==> src/rtl/core/rrts_pkg.sv <==
`default_nettype none

package rrts_pkg;

  localparam int NUM_TASKS = 8;
  localparam int TASK_W    = 3;

  // frame layout below the top of a new stack
  localparam logic [15:0] FRAME_BYTES = 16'd2;
  localparam logic [15:0] REG_SPACE   = 16'd18;

  localparam logic OP_YIELD  = 1'b0;
  localparam logic OP_CREATE = 1'b1;

  localparam logic ST_OK   = 1'b0;
  localparam logic ST_FULL = 1'b1;

  typedef struct packed {
    logic        operation;
    logic [15:0] current_sp;
    logic [15:0] stack_base;
    logic [15:0] stack_size;
    logic [15:0] entry_addr;
  } rrts_in_t;

  typedef struct packed {
    logic        status;
    logic [2:0]  task_index;
    logic [15:0] next_sp;
    logic        write_frame;
    logic [15:0] frame_top;
  } rrts_out_t;

  // controller to datapath
  typedef struct packed {
    logic capture;
    logic exec;
    logic fetch;
    logic load;
  } rrts_cmd_t;

  // datapath to controller
  typedef struct packed {
    logic is_yield;
    logic out_free;
  } rrts_stat_t;

endpackage

`default_nettype wire

==> src/rtl/core/rrts_ctrl.sv <==
`default_nettype none

module rrts_ctrl import rrts_pkg::*; (
  input  wire logic       clk,
  input  wire logic       rst,
  input  wire logic       in_valid,
  output logic            in_ready,
  input  wire rrts_stat_t stat,
  output rrts_cmd_t       cmd
);

  typedef enum logic [3:0] {
    S_IDLE  = 4'b0001,
    S_EXEC  = 4'b0010,
    S_FETCH = 4'b0100,
    S_LOAD  = 4'b1000
  } state_t;

  state_t state;
  state_t state_next;

  always_ff @(posedge clk) begin
    if (rst) begin
      state <= S_IDLE;
    end else begin
      state <= state_next;
    end
  end

  always_comb begin
    state_next  = state;
    in_ready    = 1'b0;
    cmd.capture = 1'b0;
    cmd.exec    = 1'b0;
    cmd.fetch   = 1'b0;
    cmd.load    = 1'b0;
    case (state)
      S_IDLE: begin
        in_ready    = 1'b1;
        cmd.capture = in_valid;
        if (in_valid) begin
          state_next = S_EXEC;
        end
      end
      S_EXEC: begin
        cmd.exec   = 1'b1;
        state_next = stat.is_yield ? S_FETCH : S_LOAD;
      end
      S_FETCH: begin
        cmd.fetch  = 1'b1;
        state_next = S_LOAD;
      end
      S_LOAD: begin
        if (stat.out_free) begin
          cmd.load   = 1'b1;
          state_next = S_IDLE;
        end
      end
      default: begin
        state_next = S_IDLE;
      end
    endcase
  end

endmodule

`default_nettype wire

==> src/rtl/core/rrts_dp.sv <==
`default_nettype none

module rrts_dp import rrts_pkg::*; (
  input  wire logic      clk,
  input  wire logic      rst,
  input  wire rrts_in_t  in_data,
  input  wire rrts_cmd_t cmd,
  output rrts_stat_t     stat,
  output logic           out_valid,
  input  wire logic      out_ready,
  output rrts_out_t      out_data
);

  rrts_in_t                item;
  logic [NUM_TASKS-1:0]    alive;
  logic [TASK_W-1:0]       cur;
  logic [15:0]             sp_mem [NUM_TASKS];
  rrts_out_t               res;

  logic [TASK_W-1:0]       rr_pick;
  logic [TASK_W-1:0]       free_slot;
  logic                    free_found;
  logic [TASK_W:0]         rr_sum;
  logic [TASK_W-1:0]       rr_idx;
  logic [15:0]             top;
  logic [15:0]             init_sp;

  assign stat.is_yield = (item.operation == OP_YIELD);
  assign stat.out_free = !out_valid || out_ready;

  // next alive slot after the current one, nearest first
  always_comb begin
    rr_pick = cur;
    rr_sum  = '0;
    rr_idx  = '0;
    for (int i = NUM_TASKS - 1; i >= 1; i--) begin
      rr_sum = {1'b0, cur} + (TASK_W+1)'(i);
      if (rr_sum >= (TASK_W+1)'(NUM_TASKS)) begin
        rr_sum = rr_sum - (TASK_W+1)'(NUM_TASKS);
      end
      rr_idx = rr_sum[TASK_W-1:0];
      if (alive[rr_idx]) begin
        rr_pick = rr_idx;
      end
    end
  end

  // lowest slot not alive
  always_comb begin
    free_slot  = '0;
    free_found = 1'b0;
    for (int i = NUM_TASKS - 1; i >= 0; i--) begin
      if (!alive[i]) begin
        free_slot  = TASK_W'(i);
        free_found = 1'b1;
      end
    end
  end

  assign top     = item.stack_base + item.stack_size - 16'd1;
  assign init_sp = top - FRAME_BYTES - REG_SPACE;

  always_ff @(posedge clk) begin
    if (cmd.capture) begin
      item <= in_data;
    end
  end

  // control state
  always_ff @(posedge clk) begin
    if (rst) begin
      alive <= NUM_TASKS'(1);
      cur   <= '0;
    end else if (cmd.exec) begin
      if (item.operation == OP_YIELD) begin
        cur <= rr_pick;
      end else if (free_found) begin
        alive[free_slot] <= 1'b1;
      end
    end
  end

  // saved pointer table, read registered into the result
  always_ff @(posedge clk) begin
    if (cmd.exec) begin
      if (item.operation == OP_YIELD) begin
        sp_mem[cur] <= item.current_sp;
      end else if (free_found) begin
        sp_mem[free_slot] <= init_sp;
      end
    end
    if (cmd.fetch) begin
      res.next_sp <= sp_mem[res.task_index];
    end
    if (cmd.exec) begin
      if (item.operation == OP_YIELD) begin
        res.status      <= ST_OK;
        res.task_index  <= rr_pick;
        res.write_frame <= 1'b0;
        res.frame_top   <= '0;
      end else if (free_found) begin
        res.status      <= ST_OK;
        res.task_index  <= free_slot;
        res.next_sp     <= init_sp;
        res.write_frame <= 1'b1;
        res.frame_top   <= top;
      end else begin
        res.status      <= ST_FULL;
        res.task_index  <= '0;
        res.next_sp     <= '0;
        res.write_frame <= 1'b0;
        res.frame_top   <= '0;
      end
    end
  end

  // output register
  always_ff @(posedge clk) begin
    if (rst) begin
      out_valid <= 1'b0;
    end else if (cmd.load) begin
      out_valid <= 1'b1;
    end else if (out_ready) begin
      out_valid <= 1'b0;
    end
  end

  always_ff @(posedge clk) begin
    if (cmd.load) begin
      out_data <= res;
    end
  end

`ifndef SYNTHESIS
  a_slot0_alive: assert property (@(posedge clk) disable iff (rst) alive[0])
    else $error("slot zero lost its alive bit");

  a_cur_alive: assert property (@(posedge clk) disable iff (rst) alive[cur])
    else $error("current task is not alive");

  a_create_claims: assert property (@(posedge clk) disable iff (rst)
    cmd.exec && item.operation == OP_CREATE && free_found |=> alive[$past(free_slot)])
    else $error("create did not claim its slot");

  a_no_load_over: assert property (@(posedge clk) disable iff (rst)
    cmd.load |-> !out_valid || out_ready)
    else $error("result loaded over an untaken result");
`endif

endmodule

`default_nettype wire

==> src/rtl/core/round_robin_task_switcher.sv <==
`default_nettype none

// round-robin task switcher
// input channel: in_valid / in_ready / in_data, one item per transfer
//   operation yield: saves current_sp for the running task, moves to the
//   next alive slot in round-robin order and returns its saved pointer
//   operation create: claims the lowest free slot, sets its initial pointer
//   and asks for a two-byte frame write at frame_top and frame_top - 1
// output channel: out_valid / out_ready / out_data, one result per item
// a yield result is registered through the execute, table read and load
//   steps after the capture, a create result through the execute and load
//   steps, as the controller walks them
// one item in flight: the next item is taken only once the last result is
//   loaded, set by the controller sequence and the registered table read
// the output register holds a finished result, so the next item is taken
//   while the receiver stalls; the load step waits until the register frees
// reset: slot zero alive and current, all other slots free, no result held

module round_robin_task_switcher import rrts_pkg::*; (
  input  wire logic     clk,
  input  wire logic     rst,
  input  wire logic     in_valid,
  output logic          in_ready,
  input  wire rrts_in_t in_data,
  output logic          out_valid,
  input  wire logic     out_ready,
  output rrts_out_t     out_data
);

  rrts_cmd_t  cmd;
  rrts_stat_t stat;

  // sequencer: one step per cycle through each item, the load step waiting while the output register is full
  rrts_ctrl u_ctrl (
    .clk      (clk),
    .rst      (rst),
    .in_valid (in_valid),
    .in_ready (in_ready),
    .stat     (stat),
    .cmd      (cmd)
  );

  // task table, slot search, pointer arithmetic and output register
  rrts_dp u_dp (
    .clk       (clk),
    .rst       (rst),
    .in_data   (in_data),
    .cmd       (cmd),
    .stat      (stat),
    .out_valid (out_valid),
    .out_ready (out_ready),
    .out_data  (out_data)
  );

endmodule

`default_nettype wire
==> config.mk <==
export PLATFORM = sky130hd
export DESIGN_NAME = round_robin_task_switcher
export DESIGN_NICKNAME = d
export VERILOG_FILES = /design/src/rtl/core/rrts_pkg.sv /design/src/rtl/core/rrts_ctrl.sv /design/src/rtl/core/rrts_dp.sv /design/src/rtl/core/round_robin_task_switcher.sv
export SDC_FILE = /design/constraint.sdc
export NUM_CORES = 1
export LEC_CHECK = 0
export CORE_MARGIN = 5
export CORE_UTILIZATION = 55
export DETAILED_ROUTE_END_ITERATION = 8
export DONT_BUFFER_PORTS = 1
export PLACE_DENSITY_LB_ADDON = 0.12
export RECOVER_POWER = 25
export SETUP_SLACK_MARGIN = 0.4
export SYNTH_ARGS = -nofsm -noshare
export SYNTH_HDL_FRONTEND = slang
export SYNTH_SLANG_ARGS = --single-unit
==> constraint.sdc <==
create_clock -name clk -period 13.1 [get_ports clk]
set_clock_uncertainty 0.2 [all_clocks]
set_input_delay 2.62 -clock clk [delete_from_list [all_inputs] [get_ports clk]]
set_output_delay 2.62 -clock clk [all_outputs]
set_load 0.05 [all_outputs]
# Yosys cells after proc, flatten, opt, wreduce, memory -nomap -nowiden

Memories as Yosys holds them, arrays and structs flattened. A register that Yosys moved wholly into a read port is not among the register bits.
Index checks and enable logic that the tools add are counted.
W data, S select, Z words.

Bits in registers: 139
Bits in writable memories: 128
Input port bits: 69
Output and inout port bits: 39
Word-level logic and storage cells: 145
Memories: 1

Memory list:

| memory      | depth | bits a word | rd ports | clocked after Yosys merged registers in | write ports | line          | source |
|---|---|---|---|---|---|---|---|
| u_dp.sp_mem | 8     | 16          | 1        | 1                                       | 1           | rrts_dp.sv:17 | `logic [15:0] sp_mem [NUM_TASKS];` |

$add $sub $neg: 18
Order comparisons: 16
Equality and inequality tests: 6
Mux-type cells: 75
Bitwise logic cells: 2
Reductions and logical operators: 9

Operators with widths:

| operator                | count |
|---|---|
| $mux W3                 | 25 |
| $mux W16                | 3 |
| $mux W37                | 1 |
| $mux W33                | 1 |
| $lt A3 B4 Y1 const B    | 8 |
| $mux W1                 | 32 |
| $ge A4 B4 Y1 const B    | 7 |
| $bmux W1 S3             | 7 |
| $sub A3 B1 Y3 const B   | 7 |
| $mux W17                | 1 |
| $add A16 B16 Y16        | 1 |
| $add A3 B3 Y4 const B   | 4 |
| $pmux W4 S4             | 1 |
| $reduce_or A16 Y1       | 1 |
| $sub A16 B1 Y16 const B | 1 |
| $sub A16 B2 Y16 const B | 1 |
| $sub A16 B5 Y16 const B | 1 |
| $mux W4                 | 3 |
| $add A3 B2 Y4 const B   | 2 |
| $or A8 B8 Y8            | 1 |
| $reduce_and A2 Y1       | 3 |
| $add A3 B1 Y4 const B   | 1 |
| $eq A4 B1 Y1 const B    | 1 |
| $eq A4 B2 Y1 const B    | 1 |
| 11 further kinds        | 12 |

# Logic depth before layout (Yosys ltp)

Word-level depth: 14
Gate-level depth with buffers: 13
Depth with buffers taken out: 13

# Modules after synthesis

From an unflattened synthesis, not the netlist that was laid out.

Cells, all modules: 833
Area total of the unflattened synthesis: 11825.1 um^2

Modules (own cells, without submodules):

| module    | instances | cells an instance | area an instance (um^2) | sequential area each (um^2) |
|---|---|---|---|---|
| rrts_dp   | 1         | 802               | 11558.6                 | 7677.4 |
| rrts_ctrl | 1         | 31                | 266.5                   | 80.1 |

# Worst setup path before layout

OpenSTA, ideal clock, no wires.

Kind: input -> register
Start: input port in_valid
End: register u_dp.item[16] (netlist name), enable pin
Library setup time: 0.579 ns
Data arrival time: 7.374 ns
Data required time: 12.321 ns
Setup slack: 4.947 ns
Stages on the path: 2
Path buffers: 0
Path through: inv_1 -> nor4_1

RTL lines:

| element                | line                            | source |
|---|---|---|
| start: declaration     | round_robin_task_switcher.sv:22 | `input wire logic in_valid,` |
| end signal: assignment | rrts_dp.sv:65                   | `item <= in_data;` |
| end: declaration       | rrts_dp.sv:14                   | `rrts_in_t item;` |

# Worst setup path after layout

Start: register u_ctrl.state[2]
End: memory u_dp.sp_mem[7][12], enable pin

Cells in the longest elaborated chain, start to end: 6

RTL lines:

| element                                             | line            | source |
|---|---|---|
| start: declaration                                  | rrts_ctrl.sv:19 | `state_t state;` |
| start signal: assignment                            | rrts_ctrl.sv:26 | `state <= state_next;` |
| $eq A4 B2 Y1 *                                      | rrts_ctrl.sv:37 | `case (state)` |
| $mux W1 *                                           | rrts_ctrl.sv:37 |  |
| $mux W1                                             | rrts_dp.sv:85   | `if (cmd.exec) begin` |
| $mux W1 (implied by the code)                       | rrts_dp.sv:89   | `sp_mem[free_slot] <= init_sp;` |
| $reduce_or A16 Y1 (no line)                         | -               |  |
| $mux W3 (no line) / $mux W1 (equally long branches) | -               |  |
| end: declaration                                    | rrts_dp.sv:17   |  |

Every way passes the cells marked *; elsewhere a longest branch is shown, timed or not.

==> results_dict.tcl <==
set metrics [dict create \
    ys_seq_area_share_pct 67.01 \
    maxCapViolCount 2 \
    postCtsResizedCells 0 \
    grt_pass1_vias 6486 \
    htree_num_levels 1 \
    p_leak_nw 4.493 \
    antenna_found_initial 0 \
    async_reset_ff_share_pct 0 \
    ff_latch_area_um2 7760 \
    rows 53 \
    synth_edf_count 235 \
    die_width_um 155.1 \
    via_count 6290 \
    gp_congestion 0.8104 \
    grt_pass1_wl_mm 36.51 \
    postCtsSetupRepairBufs 0 \
    use_met1_pct 25.88 \
    hold_viol 0 \
    finalSetupTns_ns 0 \
    ys_types 63 \
    start_kind "flop" \
    drc 0 \
    drt_iter0_drc 398 \
    synth_top_area_cell "edfxtp_1" \
    whs_endpoint "u_dp.out_data[11]$_DFFE_PP_" \
    relSlewSlack_pct -35.20 \
    ff2ff_path_depth 7 \
    start_util_pct 55.42 \
    pre_cts_slack_ns 8.473 \
    worstMarginPinSlew_ns 2.028 \
    numClockSinks 270 \
    power_density_nw_per_um2 168.5 \
    cts-root-buf "clkbuf_16" \
    core_um2 20890 \
    synth_area_leaders "edfxtp_1, mux4_2, dfxtp_1, ha_1, inv_1" \
    r2r-end "u_dp.sp_mem[7][12]$_DFFE_PP_" \
    ys_ff_latch 270 \
    reg2reg_from "u_ctrl.state[2]$_SDFFE_PP0P_" \
    synthDominantCellAreaShare_pct 60.95 \
    worst-path-max-fanout 42 \
    antenna_cells 0 \
    ioPinCount 108 \
    cts_made_buffers 28 \
    critPathKind "flop to flop" \
    fin_crit_ns 5.556 \
    power.switching_mw 0.5636 \
    ir_drop_v 0.0001275 \
    globalRouteOverflowTotal 0 \
    stdcell_count 1073 \
    netlist_area_um2 11580 \
    hold_depth 0 \
    fin_crit_sh_pct 42.41 \
    grtUsageTotal_pct 19.60 \
    routed_wirelength_mm 22.94 \
    multi_input_area_um2 3453 \
    p_int_mw 1.583 \
    setup_viol 0 \
    p_comb_share_pct 16.1 \
    critPathArrivalTime_ns 5.50 \
    rsz0062_at_grt "false" \
    num-fill-cells 1539 \
    path_clk_slew_ns 0.06 \
    die_height_um 155.1 \
    clock_path_buffers 3 \
    rrSetupSlack_ns 7.54 \
    firstDrtPassIters 5 \
    fmax_mhz 180.0 \
    ant_nets 0 \
    gr-usage-met3_pct 3.866 \
    timing.hold.ws_ns 0.2231 \
    drive_gt1_share_pct 14.79 \
    cp-end-kind "flop" \
    min-delay-start "u_dp.res[11]$_SDFFCE_PN0P_" \
    yosys_warnings 0 \
    top_usage_layer "met2" \
    critPathRequiredTime_ns 13.05 \
    hold_buffers 0 \
    min_path_type "flop to flop" \
    cts_tree "built" \
    synthFlopType "edfxtp_1" \
    detail_route.wl_per_cell_um 21.38 \
    outcome "finished, violations left" \
    drv_slew 76 \
    clk_latency_ns 0.54 \
    portBuffers 0 \
    hpwl_mm 14.95 \
    power_frac_seq_pct 49.1 \
    final_nets 878 \
    grt_max_degree 43 \
    dpl.cell_count 1021 \
    syn_nets 870 \
    swShare_pct 26.25 \
    syn_to_final_growth_pct 10.04 \
    met2_usage_pct 33.36 \
    power_frac_clock_pct 34.8 \
    worst_slack_ns 7.544 \
    syn_area_per_cell_um2 15.07 \
    viasPerCell 5.862 \
    syn_inst 768 \
    die-area_um2 24050 \
    violations "capacitance limit, slew limit" \
]
-- Yosys cell counts, drive strengths merged (11+ instances only) --
cell type	count
a21o	11
a21oi	26
and2	11
clkbuf	22
dfxtp	35
edfxtp	235
ha	32
inv	67
mux2i	17
mux4	40
nand2	39
nor2	49
o21ai	33
xnor2	21
-- placed cells by master (no fill, tap or decap), drive strengths merged, types with 9 or more instances in the layout --
cell	count
a21o	11
a21oi	26
a31oi	10
and2	11
clkbuf	43
clkinv	10
dfxtp	35
edfxtp	235
ha	32
inv	67
mux2i	17
mux4	40
nand2	39
nor2	49
o21ai	33
xnor2	21
xor2	9
-- metal layers --
layer | part of all wire (%) | vias to the layer above
met5 | 0 | -
met4 | 2.6 | 0
met3 | 6.5 | 39
met2 | 51 | 216
met1 | 40 | 3103
li1 | - | 2932
-- through the flow --
step | instance area [um^2] | total power [mW] | util [%]
finish | 12740 | 2.147 | 60.99
global route | 12740 | 2.251 | 60.99
CTS | 12760 | 2.171 | 61.10
detailed placement | 11870 | 1.424 | 56.84
global placement | 11870 | 1.413 | 56.84
floorplan | 11580 | 1.321 | -
-- worst max path at each step --
stage | start | endpoint | slack [ns] | cells after the start
detailed placement | u_dp.item[17]$_DFFE_PP_ | u_dp.sp_mem[5][14]$_DFFE_PP_ | 8.47 | 13
CTS | u_ctrl.state[3]$_SDFFE_PP0P_ | in_ready | 8.37 | 2
floorplan | in_valid | u_dp.item[16]$_DFFE_PP_ | 4.95 | 2
finish | u_ctrl.state[2]$_SDFFE_PP0P_ | u_dp.sp_mem[7][12]$_DFFE_PP_ | 7.54 | 7
global route | u_ctrl.state[2]$_SDFFE_PP0P_ | u_dp.sp_mem[7][12]$_DFFE_PP_ | 7.11 | 7
global placement | u_dp.item[17]$_DFFE_PP_ | u_dp.sp_mem[0][14]$_DFFE_PP_ | 8.62 | 13
-- sequential cells by signal (all words and copies together), names as in the netlist, named ones only --
signal,count
u_ctrl.state,4
u_dp.res,37
u_dp.sp_mem,128
u_dp.alive,8
u_dp.out_valid,1
u_dp.cur,3
u_dp.item,49
u_dp.out_data,37
-- worst max-delay path, cell delays in order (launching register included) --
cell and delay (ns):
dfxtp_1 0.44, nor4b_1 0.09, clkbuf_1 0.67, and2_0 0.60, o21ai_2 0.11, clkbuf_1 1.46, a22oi_1 0.51, nor2_2 1.06
-- cells by family (layout without fill, tap and decap cells) --
group / count (synthesis) / after routing / synth area share (%)
compound gates: 127 / 127 / 7.219
xor+xnor: 30 / 30 / 2.497
fa+ha+maj: 33 / 33 / 3.631
buf+inv: 96 / 126 / 3.480
flops: 270 / 270 / 67.01
mux: 64 / 64 / 9.932
simple gates: 148 / 148 / 6.236
-- power groups by stage --
stage	combinational, mW	sequential (mW)	clock, mW
finish	0.345	1.05	0.747
global route	0.386	1.06	0.806
CTS	0.353	1.06	0.762
detailed placement	0.351	1.07	0
global placement	0.343	1.07	0
floorplan	0.263	1.06	0
-- cell type report --
class | instances | area share (%)
clock inverter | 12 | 0.8152
multi-input combinational | 402 | 27.11
timing repair buffer | 7 | 0.3241
inverter | 67 | 1.974
clock buffer | 40 | 6.168
tap | 275 | 2.701
sequential | 270 | 60.91
Power figures use the tool's default switching activity.
